<file path="src/sv/ttsw_pkg.sv">
// Shared types and constants for the text terminal screen writer.
package ttsw_pkg;

   localparam int REQ_DATA_W  = 24;
   localparam int RSP_DATA_W  = 24;
   localparam int OP_W        = 2;
   localparam int CSR_INDEX_W = 1;
   localparam int CSR_DATA_W  = 8;

   localparam logic [OP_W-1:0] OP_WRITE = 2'd0;
   localparam logic [OP_W-1:0] OP_MOVE  = 2'd1;
   localparam logic [OP_W-1:0] OP_CLEAR = 2'd2;
   localparam logic [OP_W-1:0] OP_READ  = 2'd3;

   localparam logic [CSR_INDEX_W-1:0] REG_SCREEN_ROWS = 1'b0;
   localparam logic [CSR_INDEX_W-1:0] REG_SCREEN_COLS = 1'b1;

   localparam logic [6:0] ROWS_RESET = 7'd24;
   localparam logic [7:0] COLS_RESET = 8'd80;

   localparam logic [7:0] CH_BLANK   = 8'h20;
   localparam logic [7:0] CH_NUL     = 8'h00;
   localparam logic [7:0] CH_ESC     = 8'h1B;
   localparam logic [7:0] CH_LF      = 8'h0A;
   localparam logic [7:0] CH_CR      = 8'h0D;
   localparam logic [7:0] CH_BS      = 8'h08;
   localparam logic [7:0] CH_DEL     = 8'h7F;
   localparam logic [7:0] CH_UPPER_A = 8'h41;
   localparam logic [7:0] CH_UPPER_Z = 8'h5A;
   localparam logic [7:0] CH_LOWER_A = 8'h61;
   localparam logic [7:0] CH_LOWER_Z = 8'h7A;

   typedef enum logic [2:0] {
      S_INIT,
      S_IDLE,
      S_READ,
      S_COPY,
      S_DRAIN,
      S_FILL,
      S_FINISH
   } ttsw_state_type;

   typedef enum logic [2:0] {
      DC_NONE,
      DC_INIT,
      DC_ACCEPT,
      DC_READ_DONE,
      DC_COPY,
      DC_DRAIN,
      DC_FILL,
      DC_FINISH
   } ttsw_cmd_type;

   typedef enum logic [1:0] {
      K_SIMPLE,
      K_READ,
      K_CLEAR,
      K_SCROLL
   } ttsw_kind_type;

   typedef struct packed {
      logic          init_last;
      logic          copy_last;
      logic          fill_last;
      logic          one_row;
      logic          fifo_room;
      ttsw_kind_type kind;
   } ttsw_status_type;

   // first member lands in the top bits, so cursor row sits lowest
   typedef struct packed {
      logic       did_scroll;
      logic       escape_busy;
      logic [7:0] cell_data;
      logic [7:0] cur_col;
      logic [5:0] cur_row;
   } ttsw_rsp_type;

endpackage

</file>
<file path="src/sv/ttsw_ctrl.sv">
// Sequencer for the screen writer: picks the datapath command each cycle.
module ttsw_ctrl (
   input  logic                     clock,
   input  logic                     reset,
   input  logic                     req_tvalid,
   output logic                     req_tready,
   input  ttsw_pkg::ttsw_status_type status,
   output ttsw_pkg::ttsw_cmd_type    cmd
);
   import ttsw_pkg::*;

   ttsw_state_type state_ff, state_in;

   always_ff @(posedge clock) begin
      if (reset) begin
         state_ff <= S_INIT;
      end else begin
         state_ff <= state_in;
      end
   end

   always_comb begin
      state_in   = state_ff;
      cmd        = DC_NONE;
      req_tready = 1'b0;
      case (state_ff)
         S_INIT: begin
            cmd = DC_INIT;
            if (status.init_last) state_in = S_IDLE;
         end
         S_IDLE: begin
            req_tready = status.fifo_room;
            if (req_tvalid && status.fifo_room) begin
               cmd = DC_ACCEPT;
               case (status.kind)
                  K_READ:   state_in = S_READ;
                  K_CLEAR:  state_in = S_FILL;
                  K_SCROLL: state_in = status.one_row ? S_FILL : S_COPY;
                  default:  state_in = S_IDLE;
               endcase
            end
         end
         S_READ: begin
            cmd      = DC_READ_DONE;
            state_in = S_IDLE;
         end
         S_COPY: begin
            cmd = DC_COPY;
            if (status.copy_last) state_in = S_DRAIN;
         end
         S_DRAIN: begin
            cmd      = DC_DRAIN;
            state_in = S_FILL;
         end
         S_FILL: begin
            cmd = DC_FILL;
            if (status.fill_last) state_in = S_FINISH;
         end
         S_FINISH: begin
            cmd      = DC_FINISH;
            state_in = S_IDLE;
         end
         default: begin
            state_in = S_INIT;
         end
      endcase
   end

endmodule

</file>
<file path="config.mk">
export PLATFORM = sky130hd
export DESIGN_NAME = ttsw_ctrl
export DESIGN_NICKNAME = d
export VERILOG_FILES = /design/src/sv/ttsw_pkg.sv /design/src/sv/ttsw_ctrl.sv
export SDC_FILE = /design/constraint.sdc
export NUM_CORES = 1
export LEC_CHECK = 0
export ABC_AREA = 1
export BUFFER_PORTS_ARGS = -buffer_cell sky130_fd_sc_hd__buf_2
export CAP_MARGIN = 5
export CELL_PAD_IN_SITES_DETAIL_PLACEMENT = 1
export CELL_PAD_IN_SITES_GLOBAL_PLACEMENT = 2
export CORE_MARGIN = 2
export CORE_UTILIZATION = 18
export CTS_CLUSTER_DIAMETER = 40
export CTS_CLUSTER_SIZE = 40
export DETAILED_ROUTE_END_ITERATION = 8
export PLACE_DENSITY_LB_ADDON = 0.1
export SLEW_MARGIN = 0
export SYNTH_ARGS = -nofsm -noshare
export SYNTH_HDL_FRONTEND = slang
export SYNTH_SLANG_ARGS = --single-unit
</file>
<file path="constraint.sdc">
create_clock -name clock -period 1.4 [get_ports clock]
set_clock_uncertainty 0.05 [all_clocks]
set_input_delay 0.07 -clock clock [delete_from_list [all_inputs] [get_ports clock]]
set_output_delay 0.07 -clock clock [all_outputs]
set_load 0.02 [all_outputs]
</file>
* After elaboration in Yosys (flattened, before gate mapping)
Index checks and enable logic that the tools add are counted.
** Cells by class
- Muxes and demuxes :: 10
- Reduce and logical (&&, ||, !) cells :: 4
- Equal/unequal tests :: 13
** Operator list (count)
- $pmux W3 S7 :: 1
- $pmux W3 S6 :: 1
- $mux W3 :: 5
- $eq A3 B3 Y1 const B :: 3
- $pmux W3 S3 :: 1
- $ne A2 B2 Y1 const B :: 4
- $eq A3 B2 Y1 const B :: 2
- $eq A2 B2 Y1 const B :: 2
- $reduce_and A4 Y1 :: 1
- $eq A3 B1 Y1 const B :: 1
- $logic_not A3 Y1 :: 1
- $eq A2 B1 Y1 const B :: 1
- $mux W2 :: 1
- $reduce_or A2 Y1 :: 1
- $logic_and A1 B1 Y1 :: 1
- $mux W1 :: 1
** Storage, ports and cells
- Output and inout bits :: 4
- Bits in registers :: 3
- Input port bits :: 10

* Logic depth before layout (Yosys ltp)
Gate-level depths: netlist (run 1).
- Word-level depth :: 4
- Gate-level depth with buffers :: 8
- Depth with buffers taken out :: 8

* Worst setup path before layout (run 1)
No wires, ideal clock.
- Kind :: register to output
- From :: register state_ff[0]
- To :: output cmd[2]
- Stages on the path, launching flop included :: 4
- Path slack :: 0.173 ns
- Arrival time :: 1.107 ns
- Cells stage by stage :: dfxtp_1 -> inv_1 -> nand2_1 -> o21ai_0
** Between the ends
- Word-level cells in the longest chain between the ends :: 2
- Elaborated cells on any way between the ends :: 8
** RTL lines
- from (decl) :: line ttsw_ctrl.sv:12 : ttsw_state_type state_ff, state_in;
- from (signal assigned) :: line ttsw_ctrl.sv:18 : state_ff <= state_in;
- $eq A3 B3 Y1, or another cell as far along :: line ttsw_ctrl.sv:26 : case (state_ff)
- $pmux W3 S7 * :: line ttsw_ctrl.sv:26
- to (decl) :: line ttsw_ctrl.sv:8 : output ttsw_pkg::ttsw_cmd_type cmd
Mark *: on every way between the ends. The rest lies on a longest branch, timed or not.

* Worst setup path in the final report (run 1)
- From :: register state_ff[2]
- To :: output cmd[2]
Same word-level chain as after synthesis.

==> metrics.cfg, run 1 <==
[outcome]
status = complete, no violations

[floorplanning]
io_pins = 14
start_util = 0.190
coreArea_um2 = 1470
die_h_um = 43.4
rows = 14
fp.dieW_um = 43.4
fp.dieArea_um2 = 1880

[sta]
worst_slew_pin_slew_ps = 211
rsz0062_at_grt = no
max_freq_mhz = 793
fin_crit_ps = 1260
slew_headroom = 0.858
finalSetupViolations = 0
slew_viol_final = 0
tns_ps = 0
hold_violations = 0
finalCritPeriodShare = 0.901

[clock_network]
cts.sinks = 3
clkLatencyLatePin_ps = 230
numCtsBuffers = 3
cts_tree = yes
h-tree-depth = 1
cts.clk_slew.worst_paths_ps = 30
clock_path_buffers = 2
cts-root-buf = clkbuf_4

[logic_synthesis]
synth_top_family_by_area = simple AND/OR/NAND/NOR gates
synth_top_area_cell = dfxtp_1
synth_area_um2 = 279
synth_top_cells_by_count = nand2_1, inv_1, nor2_1
yosys_warnings = 0
synthXorXnorAreaFrac = 0
yosysMostFrequentCell = nand2_1
yosysSeqAreaShare = 0.215
ys_ff_latch = 3
synth-simple-area-share = 0.498
synth_area_leaders = dfxtp_1, nand2_1, inv_1
synth_top_area_frac = 0.215
synth_edf_count = 0
ys.flop_type = dfxtp_1
synth-adder-area-share = 0
synthMuxAreaShare = 0
synth_compound_area_frac = 0.126
yosysUniqueCellTypes = 12
async_reset_ff_frac = 0
avgSynthCellArea_um2 = 5.26
synthesis.nets = 63
synthCells = 53

[worst_setup_path]
cp-start-kind = flop
crit_chain = inv_2, nand2_2, nand3_1, o21ai_0, buf_2
cpLargestDelayFamily = flip-flops
path_max_fanout = 5
crit_required_ps = 1280
crit_arrival_ps = 1140
r2r_slack_ps = 250
slowest_delay_ps = 410
crit_type = flop to output pin
cp.buffers_inverters = 2
critPathSlowestCell = dfxtp_1
critPathCaptureType = output pin

[pwr]
vdd_drop_max_mv = 0.476
pwr_density_cell_nw_per_um2 = 1770
p_leak_nw = 0.231
power_mw = 0.711

[drt]
wl_per_cell_um = 8.29
routed_wl_um = 721
ant_nets = 0
via_per_inst = 4.07
vias = 354
drcViolationCount = 0
dr.pass1.iters = 2
drt_iter0_drc = 2

[cells_and_area]
post-route-util = 0.273
stdcell_area_um2 = 402
instances_no_fill = 87
largest_register_ffs = 3
top_regs = state_ff x3
largest-register = state_ff
drive_gt1_frac = 0.352
final_nets = 82
syn_to_final_growth_pct = 43.9
diodes = 0

[place]
gp_congestion = 0.694
place_inst = 82
dpl_cell_area_um2 = 364
io_buffers = 13
dpl.hpwl_um = 657

[grt]
overflow = 0
grt_pass1_wl_um = 1220
antenna_found_initial = 0
grt_max_degree = 6
grt_pass1_vias = 327
grtUsageTotal = 0.0857

[job]
drv_cap = 0

[min_path]
hold_path.class = input pin to flop

[through the flow]
step,worst slack [ps],hold WS (ps)
6_report,139,141
5_1_grt,9.03,184
4_1_cts,75.9,140
3_5_place_dp,239,225
3_3_place_gp,192,225
2_1_floorplan,173,89.1
[layout make-up]
| type | instances | area, µm² |
|---|---|---|
| multi-input cells | 38 | 174 |
| clock buffers | 4 | 26.3 |
| well taps | 16 | 20.0 |
| fillers | 217 | 1070 |
| inverters | 12 | 45.0 |
| flip-flops and latches | 3 | 61.3 |
| repair buffers | 14 | 75.1 |
[repair_timing]
item                                    CTS  global route
hold buffers                              1             0
endpoints found under the setup margin    0             1
setup buffers                             0             0
resized for setup                         0             1
hold endpoints to repair                  1             0
[cells in the final DEF (no fill, tap or decap)]
master | netlist | final
a21oi_1 | 3 | 3
buf_2 | 0 | 13
clkbuf_1 | 0 | 1
clkbuf_4 | 0 | 3
dfxtp_1 | 3 | 2
dfxtp_2 | 0 | 1
dlygate4sd3_1 | 0 | 1
inv_1 | 10 | 10
inv_2 | 2 | 2
nand2_1 | 13 | 13
nand2_2 | 3 | 3
nand3_1 | 3 | 3
nor2_1 | 8 | 8
nor2_2 | 3 | 3
nor3b_1 | 1 | 1
o21ai_0 | 3 | 3
o21ai_1 | 1 | 1
[cell families (layout without fill, tap and decap cells)]
logic type      Yosys count  in the layout
simple gates             31             31
buf+inv                  12             30
compound gates            7              7
flops                     3              3
[worst paths after layout]
path | from | to | cells after the start
worst max register to register | state_ff[1]$_SDFFE_PP0P_ | state_ff[0]$_SDFFE_PP0P_ | 7
worst min register to register | state_ff[0]$_SDFFE_PP0P_ | state_ff[0]$_SDFFE_PP0P_ | 3
worst min-delay path | status[4] | state_ff[2]$_SDFFE_PP0P_ | 6
worst max-delay path | state_ff[2]$_SDFFE_PP0P_ | cmd[2] | 5
[worst register-to-register path, delay by kind of cell (launching register included)]
family	cells	cell delay, ps
flops	1	370
compound gates	1	110
simple gates	4	380
buf+inv	2	120
[layer usage]
metal  GRT usage  part of all wire
met4      0.0364                 0
met3      0.0250             0.071
met2       0.134              0.45
met5           0                 0
met1       0.110              0.47
[power by group]
group / total, mW / internal, mW / switching [mW]
combinational: 0.404 / 0.142 / 0.262
clock: 0.149 / 0.107 / 0.0425
sequential: 0.158 / 0.118 / 0.0399
Power figures use the tool's default switching activity.
==> run 2: changes to the inputs <==
--- a/config.mk
+++ b/config.mk
@@ -15,6 +15,7 @@
 export CTS_CLUSTER_DIAMETER = 40
 export CTS_CLUSTER_SIZE = 40
 export DETAILED_ROUTE_END_ITERATION = 8
+export GPL_ROUTABILITY_DRIVEN = 0
 export PLACE_DENSITY_LB_ADDON = 0.1
 export SLEW_MARGIN = 0
 export SYNTH_ARGS = -nofsm -noshare
==> constraint.sdc (replaced) <==
create_clock -name clock -period 1.45 [get_ports clock]
set_clock_uncertainty 0.05 [all_clocks]
set_input_delay 0.0725 -clock clock [delete_from_list [all_inputs] [get_ports clock]]
set_output_delay 0.0725 -clock clock [all_outputs]
set_load 0.02 [all_outputs]
==> metrics.cfg, run 2 (synthesis results as in run 1) <==
[worst_setup_path]
slowest_delay_ps = 400  ; about the same
critPathCaptureType = output pin
crit_type = flop to output pin
crit_chain = inv_1, nand2_1, nand3_1, o21ai_0, buf_2
cp-start-kind = flop
crit_required_ps = 1330  ; +50 ps
path_max_fanout = 5  ; unchanged
crit_arrival_ps = 1200  ; +60 ps
critPathSlowestCell = dfxtp_1

[cells_and_area]
final_cell_mix = nand2_1, buf_2, inv_1
diodes = 0  ; unchanged
largest_register_ffs = 3  ; unchanged
syn_to_final_growth_pct = 43.5
top_regs = state_ff x3
drive_gt1_frac = 0.338  ; -0.0141
final_nets = 82  ; unchanged
num-fill-cells = 210  ; -3.2%
largest-register = state_ff

[outcome]
status = complete, no violations

[pwr]
p_leak_nw = 0.231  ; about the same
vdd_drop_max_mv = 0.563  ; +18%
pwr_density_cell_nw_per_um2 = 1730  ; -2.4%

[drt]
dr.pass1.iters = 2  ; unchanged
ant_nets = 0  ; unchanged
drcViolationCount = 0  ; unchanged
drt_iter0_drc = 1  ; -1
routed_wl_um = 817  ; +13%
vias = 374  ; +5.6%
wl_per_cell_um = 9.39  ; +13%
via_per_inst = 4.30  ; +5.6%

[sta]
rsz0062_at_grt = no
worst_slew_pin_slew_ps = 188  ; -22.8 ps
slew_headroom = 0.873  ; +0.0154
hold_slack_ps = 137  ; -4.52 ps
finalCritPeriodShare = 0.909
tns_ps = 0  ; unchanged
max_freq_mhz = 758
fin_crit_ps = 1320
slew_viol_final = 0  ; unchanged
hold_violations = 0  ; unchanged
finalSetupViolations = 0  ; unchanged

[floorplanning]
fp.dieW_um = 43.4  ; unchanged
fp.dieArea_um2 = 1880  ; unchanged
die_h_um = 43.4  ; unchanged
start_util = 0.190  ; unchanged
io_pins = 14  ; unchanged
coreArea_um2 = 1470  ; unchanged
rows = 14  ; unchanged

[clock_network]
numCtsBuffers = 3  ; unchanged
clock_path_buffers = 2  ; unchanged
cts.clk_slew.worst_paths_ps = 40  ; about the same
cts-root-buf = clkbuf_4
h-tree-depth = 1  ; unchanged
cts_setup_buffers = 0  ; unchanged
cts.sinks = 3  ; unchanged
cts_tree = yes
clkLatencyLatePin_ps = 240  ; about the same

[min_path]
hold_path.class = input pin to flop

[job]
drv_cap = 0  ; unchanged

[grt]
overflow = 0  ; unchanged
grt_pass1_vias = 353  ; +8.0%
grtUsageTotal = 0.0951  ; +0.00943
grt_max_degree = 6  ; unchanged
grt_pass1_wl_um = 1320  ; +7.9%
antenna_found_initial = 0  ; unchanged

[place]
dpl.hpwl_um = 686  ; +4.5%
io_buffers = 13  ; unchanged

## run 2: per-layer routing
layer	vias to the layer above	routed length, µm	GRT usage
met4	0	8	0.0364
li1	194	-	-
met5	-	0	0
met1	166	344	0.0969
met2	12	413	0.164
met3	2	51	0.0500
## run 2: cell type report
class,count,area (µm²),area share
multi-input combinational,38,174,0.434
timing repair buffer,14,75.1,0.188
sequential,3,60.1,0.150
inverter,12,45.0,0.112
clock buffer,4,26.3,0.0656
tap,16,20.0,0.0500
## run 2: worst max-delay path, delay by kind of cell, from the launching register on
| family | cells | cell delay (ps) |
|---|---|---|
| DFF | 1 | 400 |
| buffers and inverters | 2 | 280 |
| and+or+nand+nor | 2 | 200 |
| AOI/OAI and AO/OA | 1 | 80 |
## run 2: through the flow
stage               std cells  setup slack, ps   util  area [µm²]  total power [mW]
finish                     87              131  0.272         400             0.692
global route               87             21.8  0.272         400             0.765
CTS                        87             90.2  0.272         400             0.712
detailed placement         82              246  0.247         364             0.556
global placement           82              230  0.247         364             0.562
floorplan                  53              221      -         279             0.439
## run 2: final timing paths
check | from | to | slack (ps) | cells after the start
min reg2reg | state_ff[0]$_SDFFE_PP0P_ | state_ff[0]$_SDFFE_PP0P_ | 550 | 3
max | state_ff[0]$_SDFFE_PP0P_ | cmd[2] | 130 | 5
min | status[4] | state_ff[2]$_SDFFE_PP0P_ | 140 | 6
max reg2reg | state_ff[1]$_SDFFE_PP0P_ | state_ff[0]$_SDFFE_PP0P_ | 260 | 7
## run 2: repair_timing
action,in CTS,in global routing
hold endpoints to repair,1,0
resized for setup,0,0
hold buffers,1,0
## run 2: power by group
group	internal (mW)	leakage (nW)	switching [mW]	total, mW
Clock	0.103	0.0150	0.0447	0.148
Sequential	0.112	0.0248	0.0400	0.152
Combinational	0.137	0.191	0.255	0.392
Total	0.352	0.231	0.340	0.692
